## src/pstc_pkg.sv

```systemverilog
// Shared types and constants for the pressure/temperature compensation block.
// Used by every module under src; depends on nothing else.
package pstc_pkg;

    // Field widths of the stream payloads.
    localparam int RAW_W       = 24;
    localparam int TEMP_W      = 19;
    localparam int PRES_W      = 32;
    localparam int IN_TDATA_W  = 48;
    localparam int OUT_TDATA_W = 56;
    localparam int OUT_TUSER_W = 2;

    // Configuration port.
    localparam int CFG_IDX_W  = 3;
    localparam int CFG_DATA_W = 16;

    // Register stages in the datapath, the last one being the output register.
    localparam int PIPE_STAGES = 9;

    typedef logic [PIPE_STAGES-1:0] stage_vec_t;

    typedef enum logic [CFG_IDX_W-1:0] {
        REG_PROM_WORD0        = 3'd0,
        REG_SENS_COEFF        = 3'd1,
        REG_OFFSET_COEFF      = 3'd2,
        REG_SENS_TEMP_COEFF   = 3'd3,
        REG_OFFSET_TEMP_COEFF = 3'd4,
        REG_REF_TEMP          = 3'd5,
        REG_TEMP_COEFF        = 3'd6
    } cfg_idx_t;

    typedef enum logic {
        CRC_IDLE = 1'b0,
        CRC_RUN  = 1'b1
    } crc_state_t;

    // Calibration coefficients handed to the datapath.
    typedef struct packed {
        logic [CFG_DATA_W-1:0] sens;       // C1
        logic [CFG_DATA_W-1:0] off;        // C2
        logic [CFG_DATA_W-1:0] sens_tc;    // C3
        logic [CFG_DATA_W-1:0] off_tc;     // C4
        logic [CFG_DATA_W-1:0] tref;       // C5
        logic [CFG_DATA_W-1:0] tc;         // C6
    } cal_t;

endpackage

```

## src/pstc_ctrl.sv

```systemverilog
// Valid bits and stage enables of the datapath pipeline.
// A stage moves when it is empty or when the stage after it moves. Depends on pstc_pkg.
module pstc_ctrl (
    input  logic                 clk,
    input  logic                 rst_n,
    input  logic                 in_fire,
    input  logic                 out_ready,
    output pstc_pkg::stage_vec_t en,
    output logic                 out_valid
);
    import pstc_pkg::*;

    stage_vec_t vld_reg, vld_next;

    always_comb
    begin
        en[PIPE_STAGES-1] = !vld_reg[PIPE_STAGES-1] || out_ready;
        for (int k = PIPE_STAGES - 2; k >= 0; k--) begin
            en[k] = !vld_reg[k] || en[k+1];
        end
    end

    always_comb
    begin
        vld_next[0] = en[0] ? in_fire : vld_reg[0];
        for (int k = 1; k < PIPE_STAGES; k++) begin
            vld_next[k] = en[k] ? vld_reg[k-1] : vld_reg[k];
        end
    end

    always_ff @(posedge clk or negedge rst_n)
    begin
        if (!rst_n)
        begin
            vld_reg <= '0;
        end
        else
        begin
            vld_reg <= vld_next;
        end
    end

    assign out_valid = vld_reg[PIPE_STAGES-1];

endmodule

```

## config.mk

```make
export PLATFORM = sky130hd
export DESIGN_NAME = pstc_ctrl
export DESIGN_NICKNAME = d
export VERILOG_FILES = /design/src/pstc_pkg.sv /design/src/pstc_ctrl.sv
export SDC_FILE = /design/constraint.sdc
export NUM_CORES = 1
export LEC_CHECK = 0
export BUFFER_PORTS_ARGS = -buffer_cell sky130_fd_sc_hd__buf_2
export CAP_MARGIN = 10
export CORE_MARGIN = 3
export CORE_UTILIZATION = 28
export CTS_BUF_LIST = sky130_fd_sc_hd__clkbuf_2 sky130_fd_sc_hd__clkbuf_4 sky130_fd_sc_hd__clkbuf_8
export CTS_CLUSTER_DIAMETER = 50
export DETAILED_ROUTE_END_ITERATION = 16
export GPL_TIMING_DRIVEN = 1
export PLACE_DENSITY = 0.53
export SETUP_SLACK_MARGIN = 0.3
export SKIP_CTS_REPAIR_TIMING = 1
export SLEW_MARGIN = 30
export SYNTH_ARGS = -nofsm -noshare
export SYNTH_HDL_FRONTEND = slang
export SYNTH_SLANG_ARGS = --single-unit
export TNS_END_PERCENT = 1
```

## constraint.sdc

```tcl
create_clock -name clk -period 1.7 [get_ports clk]
set_clock_uncertainty 0.2 [all_clocks]
set_input_delay 0.34 -clock clk [delete_from_list [all_inputs] [get_ports clk]]
set_output_delay 0.34 -clock clk [all_outputs]
set_load 0.01 [all_outputs]
```

Word-level counts from Yosys, hierarchy flattened
Index checks and enable logic that the tools add are counted.
{ "classes": {"n_reduce_logical": 18} }
{ "ops": {"columns": ["op", "count"], "rows": [
  ["$logic_not 1->1", 9],
  ["$logic_or 1x1->1", 9]
]} }
{ "word_totals": {"ff_bits": 9, "inputBits": 4, "wordCells": 27} }

Logic depth before layout (Yosys ltp)
Gate-level depths: netlist of run 1.
{ "depth": {"ltp_word": 10, "ltp_mapped": 4, "ltp_nobuf": 2} }

Worst setup path after synthesis of run 1
No wires, ideal clock.
{ "synth_path": {"path_kind": "register to output", "start": "register vld_reg[8]", "end": "output en[3]", "t_arrival_ns": 0.978, "t_required_ns": 1.160, "setup_slack_ns": 0.182, "path_stages_with_launch": 5, "path_buffers": 2, "path_cell_list": "dfrtp_1 > and4b_1 > buf_6 > buf_6 > nand4_1"} }
{ "synth_via": {"elab_chain_len": 7} }
{ "synth_rtl": {"columns": ["item", "line", "text"], "rows": [
  ["start: declaration", "pstc_ctrl.sv:13", "stage_vec_t vld_reg, vld_next;"],
  ["start signal: assignment", "pstc_ctrl.sv:39", "vld_reg <= vld_next;"],
  ["$logic_not 1->1", "pstc_ctrl.sv:17", "en[PIPE_STAGES-1] = !vld_reg[PIPE_STAGES-1] || out_ready;"],
  ["$logic_or 1x1->1", "pstc_ctrl.sv:17", null],
  ["$logic_or 1x1->1 (5 in a row)", "pstc_ctrl.sv:19", "en[k] = !vld_reg[k] || en[k+1];"],
  ["end: declaration", "pstc_ctrl.sv:8", "output pstc_pkg::stage_vec_t en,"]
]} }
Every way passes these cells.

Worst setup path after layout of run 1
{ "layout_path": {"start": "register vld_reg[8]", "end": "output en[0]"} }
{ "layout_via": {"elab_chain_len": 10} }
{ "layout_rtl": {"columns": ["item", "line"], "rows": [
  ["$logic_not 1->1", "pstc_ctrl.sv:17"],
  ["$logic_or 1x1->1", "pstc_ctrl.sv:17"],
  ["$logic_or 1x1->1 (8 in a row)", "pstc_ctrl.sv:19"]
]} }
Every way passes these cells.

==> results.sh, run 1 <==
export IMPL_rows=12
export IMPL_clk_latency_ns=0.26
export IMPL_ys_ff_latch=9
export IMPL_slew_violations=0
export IMPL_syn_nets=36
export IMPL_htreeDepth=1
export IMPL_status="finished with violations"
export IMPL_maxCapViolCount=0
export IMPL_dieArea_um2=1880
export IMPL_min_path_cells=2
export IMPL_p_total_mw=0.669
export IMPL_cp_end_kind="output port"
export IMPL_yosys_warnings=0
export IMPL_pin_count=14
export IMPL_synth_seq_area_share_pct=57.7
export IMPL_r2r_cells=4
export IMPL_viasPerCell=4.85
export IMPL_postLayoutCoreUtil_pct=44.1
export IMPL_die_y_um=43.3
export IMPL_violations="negative setup slack"
export IMPL_netlist_area_um2=390
export IMPL_r2r_slack_ns=0.27
export IMPL_antenna_found_initial=0
export IMPL_cp_required_ns=1.16
export IMPL_grt_max_degree=15
export IMPL_grt_pass1_vias=285
export IMPL_ir_worst_vdd_v=0.000416
export IMPL_fin_nets=57
export IMPL_setup_viol=7
export IMPL_chipWidth_um=43.3
export IMPL_yosys_area_top_type_share_pct=57.7
export IMPL_drt_pre_antenna_iters=4
export IMPL_routed_wl_um=813
export IMPL_reg2reg_to="vld_reg[4]$_DFFE_PN0P_"
export IMPL_finalCritPeriodShare_pct=105
export IMPL_largest_register_ffs=9
export IMPL_syn_area_per_cell_um2=12.2
export IMPL_drtIter0Drc=5
export IMPL_cp_arrival_ns=1.25
export IMPL_hold_ws_ns=0.0766
export IMPL_start_util_pct=32.5
export IMPL_p_leak_nw=0.244
export IMPL_cts_tree="built"
export IMPL_grt_pass1_wl_um=1300
export IMPL_post_drt_wl_per_cell_um=12.3
export IMPL_num_vias=320
export IMPL_dpl_hpwl_um=564
export IMPL_synthToLayoutAreaGrowth_pct=35.6
export IMPL_path_clk_slew_ns=0.06
export IMPL_netlist_instances=32
export IMPL_cp_start_kind="flop"
export IMPL_cts_buffer_depth=2
export IMPL_max_slew_margin_pct=86.9
export IMPL_core_um2=1200
export IMPL_drc_errors=0
export IMPL_synth_cell_types=15
export IMPL_min_from="in_fire"
export IMPL_synth_top_cell_by_area="dfrtp_1"
export IMPL_ant_nets=0
export IMPL_hp_class="primary input to flop"
export IMPL_drive_gt1_share_pct=48.1
export IMPL_io_buffers=13
export IMPL_cts_buffers=3
export IMPL_gp_congestion=0.717
export IMPL_tightest_slew_ns=0.196
export IMPL_layout_min_cycle_time_ns=1.79
export IMPL_crit_type="flop to output port"
export IMPL_synthTopCellsByArea="dfrtp_1 58%, buf_6 5.8%, a41o_1 5.1%, nand2b_1 4.8%, a31o_2 4.5%"
export IMPL_insertedDiodeCount=0
export IMPL_timing_final_ws_setup_ns=-0.0903
export IMPL_powerDensity_nw_per_um2=1260
export IMPL_grt_ovfl_total=0
export IMPL_r2r_start="vld_reg[7]$_DFFE_PN0P_"
export IMPL_rsz0062_at_grt="true"
export IMPL_cts_root_buf="clkbuf_4"
export IMPL_holdPathEnd="vld_reg[0]$_DFFE_PN0P_"
export IMPL_cts_num_sinks=9
export IMPL_grt_usage_pct=9.85
export IMPL_hold_viol_final=0
export IMPL_fmax_ghz=0.559
export IMPL_worstPathMaxFanout=11
[per-layer routing]
layer	vias to the layer above	wire [um]	track usage [%]	share of wire [%]
met1	155	343	10.6	42
li1	156	-	-	-
met2	9	418	14.5	51
met5	-	0	0	0
met3	0	51	4.15	6.3
met4	0	0	9.04	0
[cell usage in the layout, fill, tap and decap left out]
cell	count
a41o_1	2
and4b_1	1
nand4_1	2
nand3_1	2
a31o_2	2
nand2_1	2
dlygate4sd3_1	1
and4_4	1
inv_1	1
clkbuf_4	4
buf_4	4
dfrtp_1	9
buf_2	13
buf_6	1
nand3b_1	1
a21o_1	2
or2_1	1
nand2b_1	3
[final cells by class]
cell class / instances / area (um^2)
Fill cell: 126 / 672
Sequential cell: 9 / 225
Multi-Input combinational cell: 19 / 136
Timing Repair Buffer: 19 / 116
Clock buffer: 4 / 30.0
Tap cell: 14 / 17.5
Inverter: 1 / 3.75
[cell families (layout without fill, tap and decap cells)]
kind of cell / count (synthesis) / after routing / share of synthesized area (%)
compound gates: 6 / 6 / 13.5
buf+inv: 4 / 24 / 8.01
flops: 9 / 9 / 57.7
simple gates: 13 / 13 / 20.8
[critical path, cell delays in order (launching register included)]
cell and delay [ns]:
dfrtp_1 0.39, and4b_1 0.22, buf_6 0.15, nand4_1 0.09, buf_2 0.15
[worst max path at each step]
| stage | to | slack (ns) | start |
|---|---|---|---|
| after floorplan | en[3] | 0.18 | vld_reg[8]$_DFFE_PN0P_ |
| after global placement | en[3] | 0.07 | out_ready |
| after detailed placement | en[3] | 0.05 | out_ready |
| after CTS | en[3] | -0.14 | vld_reg[8]$_DFFE_PN0P_ |
| after global routing | en[0] | -0.19 | vld_reg[8]$_DFFE_PN0P_ |
| final | en[0] | -0.09 | vld_reg[8]$_DFFE_PN0P_ |
[power breakdown]
part / leakage (nW) / switching (mW) / internal (mW) / total, mW
registers: 0.0956 / 0.0314 / 0.251 / 0.283
clock network: 0.0184 / 0.0696 / 0.106 / 0.176
logic: 0.130 / 0.0999 / 0.110 / 0.210
total: 0.244 / 0.201 / 0.468 / 0.669
[metrics by stage]
stage	cells	setup slack [ns]	area (um^2)	setup TNS, ns
after detailed placement	58	0.0510	460	0
after floorplan	32	0.182	390	0
after CTS	62	-0.135	490	-0.738
after global routing	66	-0.194	529	-0.985
after global placement	58	0.0660	460	0
final	66	-0.0903	529	-0.405
[cell usage after synthesis]
cell type and number:
nand4_1 2, a41o_1 2, nand3_1 2, dfrtp_1 9, buf_2 1, a31o_2 2
nand2_1 2, or2_1 1, and4_1 1, buf_6 2, a21o_1 2, nand3b_1 1
inv_1 1, nand2b_1 3, and4b_1 1
Note: power is estimated with default switching activity, not from simulation.
==> run 2, diff against run 1 <==
--- a/config.mk
+++ b/config.mk
@@ -7,13 +7,13 @@
 export LEC_CHECK = 0
 export BUFFER_PORTS_ARGS = -buffer_cell sky130_fd_sc_hd__buf_2
 export CAP_MARGIN = 10
-export CORE_MARGIN = 3
-export CORE_UTILIZATION = 28
+export CORE_AREA = 3 3 40 42
 export CTS_BUF_LIST = sky130_fd_sc_hd__clkbuf_2 sky130_fd_sc_hd__clkbuf_4 sky130_fd_sc_hd__clkbuf_8
 export CTS_CLUSTER_DIAMETER = 50
 export DETAILED_ROUTE_END_ITERATION = 16
+export DIE_AREA = 0 0 43 45
 export GPL_TIMING_DRIVEN = 1
-export PLACE_DENSITY = 0.53
+export PLACE_DENSITY = 0.55
 export SETUP_SLACK_MARGIN = 0.3
 export SKIP_CTS_REPAIR_TIMING = 1
 export SLEW_MARGIN = 30
==> constraint.sdc (replaced) <==
create_clock -name clk -period 1.94 [get_ports clk]
set_clock_uncertainty 0.2 [all_clocks]
set_input_delay 0.388 -clock clk [delete_from_list [all_inputs] [get_ports clk]]
set_output_delay 0.388 -clock clk [all_outputs]
set_load 0.01 [all_outputs]
==> results.sh, run 2 (synthesized netlist as in run 1, its figures left out) <==
export IMPL_status="completed"
export IMPL_chipWidth_um=43
export IMPL_cp_end_kind="output port"
export IMPL_ir_worst_vdd_v=0.000401
export IMPL_cts_buffers=3
export IMPL_r2r_start="vld_reg[7]$_DFFE_PN0P_"
export IMPL_max_slew_margin_pct=87.0
export IMPL_finalCritPeriodShare_pct=92.5
export IMPL_grtUsageMet3_pct=3.98
export IMPL_critPathBufInv=1
export IMPL_maxCapViolCount=0
export IMPL_drtIter0Drc=0
export IMPL_p_total_mw=0.589
export IMPL_tightest_slew_ns=0.195
export IMPL_core_um2=1280
export IMPL_cpPeakStageDelay_ns=0.39
export IMPL_grt_pass1_vias=300
export IMPL_cp_top_family="simple AND/OR/NAND/NOR gates"
export IMPL_gp_congestion=0.662
export IMPL_busiest_layer="met2"
export IMPL_grt_ovfl_total=0
export IMPL_mostFrequentLayoutCell="buf_2"
export IMPL_ant_nets=0
export IMPL_final_cell_mix="13 x buf_2, 8 x dfrtp_1, 4 x clkbuf_4"
export IMPL_grt_use_met1_pct=10.8
export IMPL_fin_nets=56
export IMPL_crit_type="flop to output port"
export IMPL_p_leak_nw=0.236
export IMPL_cts_root_buf="clkbuf_4"
export IMPL_cp_arrival_ns=1.21
export IMPL_largest_register_ffs=9
export IMPL_slew_violations=0
export IMPL_clk_latency_ns=0.26
export IMPL_start_util_pct=30.4
export IMPL_r2r_slack_ns=0.57
export IMPL_drc_errors=0
export IMPL_grt_usage_pct=9.62
export IMPL_worstPathMaxFanout=6
export IMPL_dp_cells=59
export IMPL_fin_cells=66
export IMPL_min_from="in_fire"
export IMPL_placed_area_um2=462
export IMPL_rows=13
export IMPL_drt_pre_antenna_iters=1
export IMPL_setup_tns_final_ns=0
export IMPL_io_buffers=13
export IMPL_rsz0062_at_grt="true"
export IMPL_cts_tree="built"
export IMPL_grt_pass1_wl_um=1310
export IMPL_die_y_um=45
export IMPL_pin_count=14
export IMPL_hp_class="primary input to flop"
export IMPL_setup_viol=0
export IMPL_synthToLayoutAreaGrowth_pct=35.3
export IMPL_use_met2_pct=14.7
export IMPL_num_vias=330
export IMPL_dpl_hpwl_um=631
export IMPL_hold_ws_ns=0.110
export IMPL_grt_max_degree=12
export IMPL_slowest_stage="dfrtp_1"
export IMPL_antenna_found_initial=0
export IMPL_cts_num_sinks=9
export IMPL_powerDensity_nw_per_um2=1120
export IMPL_viasPerCell=5.00
export IMPL_setup_worst_path_start="vld_reg[7]$_DFFE_PN0P_"
export IMPL_cts_buffer_depth=2
export IMPL_path_cells="and4b_4, nand4_1, buf_2"
export IMPL_post_drt_wl_per_cell_um=14.3
export IMPL_cp_start_kind="flop"
export IMPL_path_clk_slew_ns=0.06
export IMPL_insertedDiodeCount=0
export IMPL_hold_viol_final=0
export IMPL_fmax_ghz=0.557
export IMPL_cp_required_ns=1.35
export IMPL_design_area_um2=528
export IMPL_drive_gt1_share_pct=51.0
export IMPL_layout_min_cycle_time_ns=1.80
export IMPL_dieArea_um2=1940
export IMPL_htreeDepth=1
export IMPL_routed_wl_um=945
==> run 2: final timing paths <==
check	end	depth (start not counted)
setup / recovery	en[0]	3
hold / removal	vld_reg[0]$_DFFE_PN0P_	2
setup reg to reg	vld_reg[1]$_DFFE_PN0P_	3
hold reg to reg	vld_reg[3]$_DFFE_PN0P_	1
max in group asynchronous	vld_reg[4]$_DFFE_PN0P_	2
min in group asynchronous	vld_reg[7]$_DFFE_PN0P_	2
==> run 2: report_power, final <==
group / total, mW / switching [mW] / internal [mW]
logic: 0.176 / 0.0883 / 0.0876
clock network: 0.159 / 0.0655 / 0.0933
registers: 0.254 / 0.0327 / 0.222
==> run 2: layout make-up <==
class	count	area, um^2
clock buffer	4	30.0
fill	126	757
inverter	1	3.75
multi-input combinational	20	151
sequential	9	226
tap	15	18.8
timing repair buffer	17	97.6
==> run 2: layer usage <==
| metal | wire, um | vias up |
|---|---|---|
| li1 | - | 158 |
| met1 | 398 | 158 |
| met2 | 455 | 12 |
| met3 | 71 | 2 |
| met4 | 20 | 0 |
| met5 | 0 | - |
==> run 2: per-stage QoR <==
stage | util, % | worst slack (ns)
after floorplan | - | 0.359
after global placement | 35.9 | 0.114
after detailed placement | 35.9 | 0.0479
after CTS | 38.3 | -0.0694
after global routing | 41.1 | 0.0841
final | 41.1 | 0.145
