## config.mk

```make
export PLATFORM = sky130hd
export DESIGN_NAME = pstc_cfg
export DESIGN_NICKNAME = d
export VERILOG_FILES = /design/src/pstc_pkg.sv /design/src/pstc_cfg.sv
export SDC_FILE = /design/constraint.sdc
export NUM_CORES = 1
export LEC_CHECK = 0
export ABC_AREA = 1
export CAP_MARGIN = 10
export CORE_ASPECT_RATIO = 0.75
export CORE_UTILIZATION = 50
export DETAILED_ROUTE_END_ITERATION = 8
export DONT_BUFFER_PORTS = 1
export PLACE_DENSITY_LB_ADDON = 0.3
export SLEW_MARGIN = 20
export SYNTH_ARGS = -nofsm -noshare
export SYNTH_HDL_FRONTEND = slang
export SYNTH_SLANG_ARGS = --single-unit
```

## constraint.sdc

```tcl
create_clock -name clk -period 3.5 [get_ports clk]
set_input_delay 0.175 -clock clk [delete_from_list [all_inputs] [get_ports clk]]
set_output_delay 0.175 -clock clk [all_outputs]
set_load 0.02 [all_outputs]
```

## src/pstc_pkg.sv

```systemverilog
// Shared types and constants for the pressure/temperature compensation block.
// Used by every module under src; depends on nothing else.
package pstc_pkg;

    // Field widths of the stream payloads.
    localparam int RAW_W       = 24;
    localparam int TEMP_W      = 19;
    localparam int PRES_W      = 32;
    localparam int IN_TDATA_W  = 48;
    localparam int OUT_TDATA_W = 56;
    localparam int OUT_TUSER_W = 2;

    // Configuration port.
    localparam int CFG_IDX_W  = 3;
    localparam int CFG_DATA_W = 16;

    // Register stages in the datapath, the last one being the output register.
    localparam int PIPE_STAGES = 9;

    typedef logic [PIPE_STAGES-1:0] stage_vec_t;

    typedef enum logic [CFG_IDX_W-1:0] {
        REG_PROM_WORD0        = 3'd0,
        REG_SENS_COEFF        = 3'd1,
        REG_OFFSET_COEFF      = 3'd2,
        REG_SENS_TEMP_COEFF   = 3'd3,
        REG_OFFSET_TEMP_COEFF = 3'd4,
        REG_REF_TEMP          = 3'd5,
        REG_TEMP_COEFF        = 3'd6
    } cfg_idx_t;

    typedef enum logic {
        CRC_IDLE = 1'b0,
        CRC_RUN  = 1'b1
    } crc_state_t;

    // Calibration coefficients handed to the datapath.
    typedef struct packed {
        logic [CFG_DATA_W-1:0] sens;       // C1
        logic [CFG_DATA_W-1:0] off;        // C2
        logic [CFG_DATA_W-1:0] sens_tc;    // C3
        logic [CFG_DATA_W-1:0] off_tc;     // C4
        logic [CFG_DATA_W-1:0] tref;       // C5
        logic [CFG_DATA_W-1:0] tc;         // C6
    } cal_t;

endpackage

```

## src/pstc_cfg.sv

```systemverilog
// Calibration register file and the byte-serial CRC check of its contents.
// Depends on pstc_pkg.
module pstc_cfg (
    input  logic                           clk,
    input  logic                           rst_n,
    input  logic                           cfg_we,
    input  logic [pstc_pkg::CFG_IDX_W-1:0] cfg_index,
    input  logic [pstc_pkg::CFG_DATA_W-1:0] cfg_data,
    output pstc_pkg::cal_t                 cal,
    output logic                           crc_bad,
    output logic                           crc_busy
);
    import pstc_pkg::*;

    localparam int          CRC_BYTES = 16;
    localparam logic [15:0] CRC_POLY  = 16'h3000;
    localparam logic [15:0] DATA_MASK = 16'h0FFF;

    logic [CFG_DATA_W-1:0] prom0_reg;
    logic [CFG_DATA_W-1:0] c1_reg, c2_reg, c3_reg, c4_reg, c5_reg, c6_reg;

    crc_state_t  crc_state_reg, crc_state_next;
    logic [3:0]  byte_cnt_reg, byte_cnt_next;
    logic [15:0] rem_reg, rem_next;
    logic        crc_bad_reg, crc_bad_next;

    logic [15:0] crc_word;
    logic [7:0]  crc_byte;
    logic [15:0] rem_step;

    // One message byte folded into the remainder, eight bit steps.
    function automatic logic [15:0] crc_fold(input logic [15:0] rem_in,
                                             input logic [7:0]  data);
        logic [15:0] r;
        r = rem_in ^ {8'h00, data};
        for (int b = 0; b < 8; b++)
        begin
            if (r[15])
            begin
                r = {r[14:0], 1'b0} ^ CRC_POLY;
            end
            else
            begin
                r = {r[14:0], 1'b0};
            end
        end
        return r;
    endfunction

    always_ff @(posedge clk or negedge rst_n)
    begin
        if (!rst_n)
        begin
            prom0_reg <= '0;
            c1_reg    <= '0;
            c2_reg    <= '0;
            c3_reg    <= '0;
            c4_reg    <= '0;
            c5_reg    <= '0;
            c6_reg    <= '0;
        end
        else if (cfg_we)
        begin
            case (cfg_idx_t'(cfg_index))
                REG_PROM_WORD0:        prom0_reg <= cfg_data;
                REG_SENS_COEFF:        c1_reg    <= cfg_data;
                REG_OFFSET_COEFF:      c2_reg    <= cfg_data;
                REG_SENS_TEMP_COEFF:   c3_reg    <= cfg_data;
                REG_OFFSET_TEMP_COEFF: c4_reg    <= cfg_data;
                REG_REF_TEMP:          c5_reg    <= cfg_data;
                REG_TEMP_COEFF:        c6_reg    <= cfg_data;
                default:               ;
            endcase
        end
    end

    // The eighth word of the CRC message is zero.
    always_comb
    begin
        case (cfg_idx_t'(byte_cnt_reg[3:1]))
            REG_PROM_WORD0:        crc_word = prom0_reg & DATA_MASK;
            REG_SENS_COEFF:        crc_word = c1_reg;
            REG_OFFSET_COEFF:      crc_word = c2_reg;
            REG_SENS_TEMP_COEFF:   crc_word = c3_reg;
            REG_OFFSET_TEMP_COEFF: crc_word = c4_reg;
            REG_REF_TEMP:          crc_word = c5_reg;
            REG_TEMP_COEFF:        crc_word = c6_reg;
            default:               crc_word = '0;
        endcase
        crc_byte = byte_cnt_reg[0] ? crc_word[7:0] : crc_word[15:8];
        rem_step = crc_fold(rem_reg, crc_byte);
    end

    // Next state and counters; any write restarts the pass.
    always_comb
    begin
        crc_state_next = crc_state_reg;
        byte_cnt_next  = byte_cnt_reg;
        rem_next       = rem_reg;
        crc_bad_next   = crc_bad_reg;
        case (crc_state_reg)
            CRC_IDLE:
            begin
                if (cfg_we)
                begin
                    crc_state_next = CRC_RUN;
                    byte_cnt_next  = '0;
                    rem_next       = '0;
                end
            end
            CRC_RUN:
            begin
                if (cfg_we)
                begin
                    byte_cnt_next = '0;
                    rem_next      = '0;
                end
                else
                begin
                    byte_cnt_next = byte_cnt_reg + 4'd1;
                    rem_next      = rem_step;
                    if (byte_cnt_reg == 4'(CRC_BYTES - 1))
                    begin
                        crc_state_next = CRC_IDLE;
                        crc_bad_next   = rem_step[15:12] != prom0_reg[15:12];
                    end
                end
            end
            default:
            begin
                crc_state_next = CRC_IDLE;
            end
        endcase
    end

    always_comb
    begin
        case (crc_state_reg)
            CRC_RUN: crc_busy = 1'b1;
            default: crc_busy = 1'b0;
        endcase
    end

    // All-zero calibration words give a zero CRC, which matches the reset nibble.
    always_ff @(posedge clk or negedge rst_n)
    begin
        if (!rst_n)
        begin
            crc_state_reg <= CRC_IDLE;
            byte_cnt_reg  <= '0;
            rem_reg       <= '0;
            crc_bad_reg   <= 1'b0;
        end
        else
        begin
            crc_state_reg <= crc_state_next;
            byte_cnt_reg  <= byte_cnt_next;
            rem_reg       <= rem_next;
            crc_bad_reg   <= crc_bad_next;
        end
    end

    assign cal.sens    = c1_reg;
    assign cal.off     = c2_reg;
    assign cal.sens_tc = c3_reg;
    assign cal.off_tc  = c4_reg;
    assign cal.tref    = c5_reg;
    assign cal.tc      = c6_reg;
    assign crc_bad     = crc_bad_reg;

endmodule

```

# Word-level counts from Yosys, hierarchy flattened
# Cells that the tools add are included.
[word_totals]
regBits = 134
input_bits = 22
out_inout_bits = 98
elab_cells = 69
[classes]
n_eq_ne = 15
n_mux = 21
n_reduce_logical = 10
n_addsub = 1
bitwise = 11
[op_table]
columns = ["operator", "count"]
rows = [
  ["14-bit two-way mux", 8],
  ["16-bit one-hot mux with 7 select lines", 1],
  ["16-bit two-way mux", 2],
  ["16-bit one-hot mux with 2 select lines", 1],
  ["3-bit == test, second input constant", 6],
  ["2-bit NOT", 8],
  ["16-bit by 8-bit XOR with 16-bit output", 1],
  ["2-bit AND reduction", 7],
  ["3-bit by 2-bit == test with 1-bit output, second input constant", 4],
  ["4-bit two-way mux", 2],
  ["8-bit two-way mux", 1],
  ["4-bit one-hot mux with 2 select lines", 1],
  ["3-bit by 1-bit == test with 1-bit output, second input constant", 2],
  ["3-bit zero test", 2],
  ["4-bit by 1-bit adder with 4-bit output, second input constant", 1],
  ["4-bit == test, second input constant", 1],
  ["1-bit two-way mux", 4],
  ["4-bit != test", 1],
  ["3-bit AND reduction", 1],
  ["2-bit != test, second input constant", 1],
  ["1-bit NOT", 2],
  ["1-bit one-hot mux with 2 select lines", 1],
]

# Longest topological paths before layout
# Gate-level depths: netlist of the first run.
[logic_depth]
depth_word = 22
mapped_depth = 17
depth_no_buf = 16

# Least setup slack after synthesis of the first run
# Ideal clock, no wire load.
[synth_path]
kind = "register to register"
start = "reg byte_cnt_reg[1]"
end = "reg crc_bad_reg, in the netlist crc_bad"
path_buffers = 2
period_less_slack_ns = 1.624
setup_time_ns = 0.116
required_ns = 3.384
path_stages_with_launch = 17
arrival_ns = 1.508
path_slack_ns = 1.876
path_cell_list = "dfrtp_1 > buf_6 > nor2_4 > buf_6 > nand3_1 > nand2_1 > nor2_1 > nand2_1 > nand2_1 > nand2_1 > nand2_1 > nand2_1 > nand2_1 > nor2_1 > nand3_1 > nand2_1 > nand2_1"
[synth_between]
elab_chain_cells = 15
elab_cells_between_ends = 25
classes_between = "eq/ne: 8; mux: 10; bitwise: 5; reduce/logical: 2"
[synth_rtl]
columns = ["element", "line", "text"]
rows = [
  ["start: declaration", "pstc_cfg.sv:23", "logic [3:0] byte_cnt_reg, byte_cnt_next;"],
  ["start signal: assignment", "pstc_cfg.sv:157", "byte_cnt_reg <= byte_cnt_next;"],
  ["3-bit == test (tied with other cells)", "pstc_cfg.sv:80", "case (cfg_idx_t'(byte_cnt_reg[3:1]))"],
  ["16-bit one-hot mux with 7 select lines", "pstc_cfg.sv:80", ""],
  ["8-bit two-way mux", "pstc_cfg.sv:90", "crc_byte = byte_cnt_reg[0] ? crc_word[7:0] : crc_word[15:8];"],
  ["16-bit by 8-bit XOR with 16-bit output", "pstc_cfg.sv:35", "r = rem_in ^ {8'h00, data};"],
  ["14-bit two-way mux (6 in a row)", "pstc_cfg.sv:38", "if (r[15])"],
  ["2-bit NOT (no line)", "-", ""],
  ["14-bit two-way mux", "pstc_cfg.sv:38", ""],
  ["2-bit NOT (no line)", "-", ""],
  ["14-bit two-way mux", "pstc_cfg.sv:38", ""],
  ["4-bit != test", "pstc_cfg.sv:125", "crc_bad_next = rem_step[15:12] != prom0_reg[15:12];"],
  ["end signal: assignment", "pstc_cfg.sv:159", "crc_bad_reg <= crc_bad_next;"],
  ["end: declaration", "pstc_cfg.sv:25", "logic crc_bad_reg, crc_bad_next;"],
]
# Parallel ways exist; a longest one is shown, timed or not.
# A chain may end at the register's enable or synchronous reset.

# Worst setup path in the final report of the first run
[layout_path]
start = "reg byte_cnt_reg[2]"
end = "reg crc_bad_reg, in the netlist crc_bad"
# Same word-level chain as after synthesis.

==> summary.txt, run 1 <==
Status
  • Outcome: completed

Drt
  • DR DRC count: 0
  • Vias/cell: 5.703
  • 1st-iter DRT viols: 430
  • Drt pass-1 iters: 5
  • Remaining antenna violation count: 0
  • Per-cell routed wire length: 18.59 um
  • DR vias: ~5200
  • DRT Wirelength: 17.03 mm

Setup path
  • Critical path data required time: 3.81 ns
  • CP delay by family, top: simple AND/OR/NAND/NOR gates
  • Crit end category: flip-flop
  • CP startpoint kind: flip-flop
  • Buf+Inv Stages, Crit Path: 1
  • Crit-path max cell delay: roughly 0.65 ns
  • Slowest CP cell: dfrtp_1
  • Critical-path cell list: inv_2 -> nand3_1 -> nor2_1 -> nor2_1 -> nand2_1 -> nand2_1 -> nand2_1 -> nand2_1 -> nand2_1 -> nand2_1 -> nor2_1 -> nand3_1 -> nand2_1 -> nand2_1
  • Arrival time worst endpoint: 2.91 ns
  • Kind of critical path: reg2reg
  • Worst Path Max Fanout: 16
  • CP most frequent cell: nand2_1

Final layout
  • Count of filler cells inserted in the layout: about 1100
  • Commonest non-fill, non-tap cells in the layout: nand2_1 (247), dfrtp_1 (126), o21ai_0 (120)
  • Commonest non-fill, non-tap cell in the layout: nand2_1
  • Final instance area: between 0.006 and 0.007 mm2
  • Layout area overhead: 9.425%
  • Ratio of cells with drive above 1 in the final layout: 7.692%
  • Non-filler cells, final: 916
  • N_diodes: 0
  • Nets@finish: roughly 770

Clock tree
  • Total CTS buffers: 17
  • TritonCTS Sinks: 126
  • Clock buffer depth: 2
  • H-tree Lvls: 4
  • Skew-Pair Late Insertion Delay: 0.41 ns
  • Hold Buf Count CTS: 3
  • Clock transition at the registers of the reported paths: 0.06 ns
  • CTS tree: yes
  • Post-CTS Setup Inserts: 0
  • Resized cells post-CTS: 0
  • Clock root buffer: clkbuf_16

Placed design
  • Area post-placement: 0.006095 mm2
  • GP Congestion: 0.8471
  • HPWL after DPL: roughly 12 mm
  • DP Worst Slack: about 0.94 ns
  • Placed cell count: about 880
  • Port Buf Inserts: 0

Floorplanning
  • Die ar.: 0.01264 mm2
  • Initial Utilization: between 50% and 60%
  • CORE AREA: 0.01174 mm2
  • FP Rows: 34
  • DIE WIDTH: between 100 and 150 um
  • Die height: 97.61 um
  • IO Pins: 120

STA
  • Fmax: between 300 and 400 MHz
  • RSZ-0062 raised after global routing: no
  • Worst hold slack: around 0.025 ns
  • Final worst path period need: 2.602 ns
  • Final WS setup: 0.8985 ns
  • Final Setup Violations: 0
  • Final hold violation count: 0
  • Slew HR: 26.62%
  • Tightest Pin Transition: 1.098 ns
  • Tcrit/Tclk final: 74.33%
  • Setup Skew: 0.007428 ns
  • Final setup TNS: 0 ns
  • Final Max Slew Viols: 0

Flow run
  • MaxCap Viol Count: 0

Global route
  • First-pass GRT wire length: between 20 and 30 mm
  • Gr usage total: 28.41%
  • Vias in the first global route: 4963
  • Largest net degree at the start of global routing: roughly 130
  • Initial antenna violation count: 0
  • Grt total ovfl: 0

Yosys
  • Flops & latches, synth: 126
  • Synth top area cells: dfrtp_1 (52%), nand2_1 (16%), o21ai_0 (9.9%)
  • Synth area leader: dfrtp_1
  • Distinct cells, synth: 30
  • Avg Cell Area, Syn: between 8 and 9 um2
  • Post-synthesis cell count: 754
  • Post-synth top area share: 51.75%
  • Synth Net Count: around 800
  • Sequential area share after synthesis: 51.75%
  • Syn Std Cell Area: 0.006093 mm2
  • YS warnings: 0

Power
  • P per Cell Area: approximately 710 mW/mm2
  • Leakage Power: 3.379 nW
  • VDD IR max: between 400 and 500 uV

Min path
  • Worst Hold Class: in2reg
-- synth_stat cells --
cell and instances:
a21oi_1 5, a21oi_2 1, a221oi_1 14, a22o_1 6
buf_2 2, buf_4 3, buf_6 9, buf_8 1
clkbuf_1 22, clkinv_1 1, dfrtp_1 126, ha_1 1
inv_1 56, inv_2 6, inv_4 1, nand2_1 252
nand2_2 3, nand2_4 1, nand3_1 39, nand3_2 4
nand4_1 22, nand4_2 3, nor2_1 41, nor2_4 3
nor3_1 3, nor3b_1 1, o21ai_0 120, o21ai_1 4
o22ai_1 3, xnor2_1 1
-- power by group --
group          switching (mW)  internal, mW
sequential              0.562          1.73
clock                   0.614         0.956
combinational           0.577         0.312
total                    1.75          3.00
-- stage by stage --
| stage | power, mW | util (%) |
|---|---|---|
| 2_1_floorplan | 2.899 | - |
| 3_3_place_gp | 3.119 | 51.91 |
| 3_5_place_dp | 3.158 | 51.91 |
| 4_1_cts | 4.760 | 56.68 |
| 5_1_grt | 5.014 | 56.79 |
| 6_report | 4.748 | 56.79 |
-- cell type report --
type                    instances  area (um2)  area share [%]
flip-flops and latches        126        3153           47.29
repair buffers                  7       77.57           1.163
inverters                      64       242.7           3.640
clock inverters                 9       72.57           1.088
clock buffers                  21       440.4           6.605
multi-input cells             527        2479           37.17
well taps                     162       202.7           3.040
-- final timing paths --
check	from	to	slack (ns)	depth (start not counted)
max	byte_cnt_reg[2]	crc_bad	0.90	14
min	cfg_data[2]	c5_reg[2]	0.02	2
max reg2reg	byte_cnt_reg[2]	crc_bad	0.90	14
min reg2reg	prom0_reg[9]	prom0_reg[9]	0.49	2
max in group asynchronous	rst_n	c6_reg[7]	2.61	2
min in group asynchronous	rst_n	c2_reg[1]	0.45	2
-- cells by family (layout without fill, tap and decap cells) --
group           Yosys count  count (layout)  synth area share (%)
compound gates          153             153                 13.92
xor+xnor                  1               1                0.1438
fa+ha+maj                 1               1                0.2053
buf+inv                 101             101                 7.782
flops                   126             126                 51.75
simple gates            372             372                 26.20
-- per-layer routing --
metal | GRT usage (%) | share of wire [%] | wire [um]
met5 | 0 | 0 | 0
met4 | 10.64 | 2.1 | 355
met3 | 9.581 | 9.3 | 1589
met2 | 41.60 | 44 | 7470
met1 | 38.86 | 45 | 7609
Power figures use the tool's default switching activity.
==> run 2, diff against run 1 <==
==> constraint.sdc (replaced) <==
create_clock -name clk -period 2.3 [get_ports clk]
set_input_delay 0.115 -clock clk [delete_from_list [all_inputs] [get_ports clk]]
set_output_delay 0.115 -clock clk [all_outputs]
set_load 0.02 [all_outputs]
==> summary.txt, run 2 (synthesis gave the netlist of run 1 again) <==
Floorplanning
  • CORE AREA: 0.01174 mm2 (unchanged)
  • Die height: 97.61 um (unchanged)
  • Initial Utilization: 51.90% (unchanged)
  • Die ar.: 0.01264 mm2 (unchanged)
  • IO Pins: 120 (unchanged)
  • FP Rows: 34 (unchanged)
  • DIE WIDTH: 129.5 um (unchanged)

STA
  • Final setup TNS: 0 ns (unchanged)
  • Worst hold slack: -0.6144 ns (was 0.02453 ns)
  • Final worst path period need: 2.082 ns (was 2.602 ns)
  • Final hold violation count: 126 (was 0)
  • RSZ-0062 raised after global routing: no (unchanged)
  • Slew HR: 65.62% (was 26.62%)
  • Tightest Pin Transition: 0.5157 ns (was 1.098 ns)
  • Tcrit/Tclk final: 90.51% (was 74.33%)
  • Final Setup Violations: 0 (unchanged)
  • Setup Skew: 0.01172 ns (was 0.007428 ns)
  • Final WS setup: 0.2182 ns (was 0.8985 ns)
  • Final Max Slew Viols: 0 (unchanged)
  • Fmax: 480.4 MHz (was 384.4 MHz)

Clock tree
  • Skew-Pair Late Insertion Delay: 0.42 ns (was 0.41 ns)
  • Clock transition at the registers of the reported paths: 0.06 ns (about the same)
  • TritonCTS Sinks: 126 (unchanged)
  • H-tree Lvls: 4 (unchanged)
  • Clock buffer depth: 2 (unchanged)
  • CTS tree: yes (unchanged)
  • Hold Buf Count CTS: 17 (was 3)
  • Resized cells post-CTS: 0 (unchanged)
  • Clock root buffer: clkbuf_16 (unchanged)
  • Post-CTS Setup Inserts: 0 (unchanged)
  • Total CTS buffers: 17 (unchanged)

Setup path
  • End point of the critical path: crc_bad (unchanged)
  • Reg2Reg Depth: 15 (was 14)
  • Worst Setup SP: byte_cnt_reg[1] (was byte_cnt_reg[2])
  • CP startpoint kind: flip-flop (unchanged)
  • FF-to-FF Start: byte_cnt_reg[1] (was byte_cnt_reg[2])
  • Slowest CP cell: dfrtp_1 (unchanged)
  • Number of cells on the critical path: 15 (was 14)
  • Crit end category: flip-flop (unchanged)
  • Kind of critical path: reg2reg (unchanged)
  • Critical path data required time: 2.62 ns (was 3.81 ns)
  • Arrival time worst endpoint: 2.40 ns (was 2.91 ns)
  • CP delay by family, top: simple AND/OR/NAND/NOR gates (unchanged)
  • Critical R2R Capture: crc_bad (unchanged)
  • FF-to-FF setup slack: 0.22 ns (was 0.90 ns)
  • Worst Path Max Fanout: 13 (was 16)
  • Buf+Inv Stages, Crit Path: 1 (unchanged)
  • Crit-path max cell delay: 0.52 ns (was 0.65 ns)
  • CP most frequent cell: nand2_1 (unchanged)
  • Critical-path cell list: buf_4 -> nor2_4 -> nand2_1 -> nand2_1 -> nor2_1 -> nand2_1 -> nand2_1 -> nand2_1 -> nand2_1 -> nand2_1 -> nand2_1 -> nor2_1 -> nand3_1 -> nand2_1 -> nand2_1 (was inv_2 -> nand3_1 -> nor2_1 -> nor2_1 -> nand2_1 -> nand2_1 -> nand2_1 -> nand2_1 -> nand2_1 -> nand2_1 -> nor2_1 -> nand3_1 -> nand2_1 -> nand2_1)

Global route
  • Largest net degree at the start of global routing: 127 (unchanged)
  • Gr usage total: 30.02% (was 28.41%)
  • Vias in the first global route: 5233 (was 4963)
  • Initial antenna violation count: 0 (unchanged)
  • Grt total ovfl: 0 (unchanged)
  • First-pass GRT wire length: 28.37 mm (was 26.92 mm)

Power
  • Logic pwr share: 18.4% (was 18.7%)
  • NetSw: 2.768 mW (was 1.753 mW)
  • Leakage Power: 3.489 nW (was 3.379 nW)
  • P per Cell Area: 1072 mW/mm2 (was 712.1 mW/mm2)
  • Pint: 4.666 mW (was 2.995 mW)
  • Sequential power share: 47.0% (was 48.2%)
  • VDD IR max: 630.9 uV (was 440.0 uV)
  • Clk pwr share: 34.6% (was 33.1%)
  • Design Power: 7.434 mW (was 4.748 mW)
  • Switching part of the total: 37.24% (was 36.92%)

Final layout
  • Multi-input logic area: 0.002466 mm2 (was 0.002479 mm2)
  • Reg area: 0.003153 mm2 (unchanged)
  • Nets@finish: 793 (was 766)
  • Commonest non-fill, non-tap cell in the layout: nand2_1 (unchanged)
  • Final design utilization: 59.06% (was 56.79%)
  • Commonest non-fill, non-tap cells in the layout: nand2_1 (252), dfrtp_1 (126), o21ai_0 (120) (was nand2_1 (247), dfrtp_1 (126), o21ai_0 (120))
  • Count of filler cells inserted in the layout: 1051 (was 1077)
  • Final instance area: 0.006934 mm2 (was 0.006668 mm2)
  • N_diodes: 0 (unchanged)
  • Layout area overhead: 13.80% (was 9.425%)
  • Ratio of cells with drive above 1 in the final layout: 8.940% (was 7.692%)

Drt
  • DRT Wirelength: 18.05 mm (was 17.03 mm)
  • Vias/cell: 5.654 (was 5.703)
  • DR DRC count: 0 (unchanged)
  • Drt pass-1 iters: 5 (unchanged)
  • Remaining antenna violation count: 0 (unchanged)
  • DR vias: 5343 (was 5224)
  • Per-cell routed wire length: 19.10 um (was 18.59 um)
  • 1st-iter DRT viols: 382 (was 430)

Placed design
  • GP Congestion: 0.9008 (was 0.8471)
  • HPWL after DPL: 12.29 mm (was 11.50 mm)
  • Port Buf Inserts: 0 (unchanged)
  • DP Worst Slack: 0.2589 ns (was 0.9358 ns)
  • Area post-placement: 0.006192 mm2 (was 0.006095 mm2)

Min path
  • Worst Hold Class: in2async (was in2reg)

Status
  • Violated checks: negative hold slack
  • Outcome: finished, violations left (was completed)

Flow run
  • MaxCap Viol Count: 0 (unchanged)
## run 2: cell types whose count changed in the layout (fill, tap and decap cells not counted)
cell,delta
buf_16,-1
buf_4,+13
clkbuf_1,-3
clkbuf_8,+2
clkinv_2,-6
clkinv_4,+4
clkinvlp_4,+5
dlygate4sd3_1,+15
nand2_1,+5
nand2_2,-5
## run 2: stage by stage
step | hold WS [ns] | std cells
2_1_floorplan | -0.1806 | 754
3_3_place_gp | -0.1764 | 896
3_5_place_dp | -0.1775 | 896
4_1_cts | -0.6214 | 945
5_1_grt | -0.6329 | 945
6_report | -0.6144 | 945
## run 2: layer usage
layer  track usage [%]  wire length, um
met5                 0                0
met4             7.961              221
met3             9.361             1567
met2             45.45             8126
met1             41.56             8132
## run 2: layout make-up
class	instances	share of cell area, %
Sequential cell	126	45.47
Clock inverter	12	1.660
Clock buffer	20	6.586
Inverter	64	3.501
Multi-Input combinational cell	527	35.56
Timing Repair Buffer	34	4.294
Tap cell	162	2.923
## run 2: power by group through the flow
stage	registers [mW]	clock network [mW]	logic, mW
4_1_cts	3.49	2.59	1.37
5_1_grt	3.55	2.69	1.60
3_5_place_dp	3.52	0	1.33
2_1_floorplan	3.34	0	1.07
6_report	3.49	2.57	1.37
3_3_place_gp	3.51	0	1.28
## run 2: worst min-delay path by stage
stage | endpoint | cells after the start | slack, ns | startpoint
after global placement | c1_reg[1] | 0 | -0.18 | rst_n
after global routing | c1_reg[1] | 0 | -0.63 | rst_n
final | c1_reg[1] | 0 | -0.61 | rst_n
after CTS | c1_reg[1] | 0 | -0.62 | rst_n
after detailed placement | c1_reg[1] | 0 | -0.18 | rst_n
after floorplan | byte_cnt_reg[0] | 0 | -0.18 | rst_n
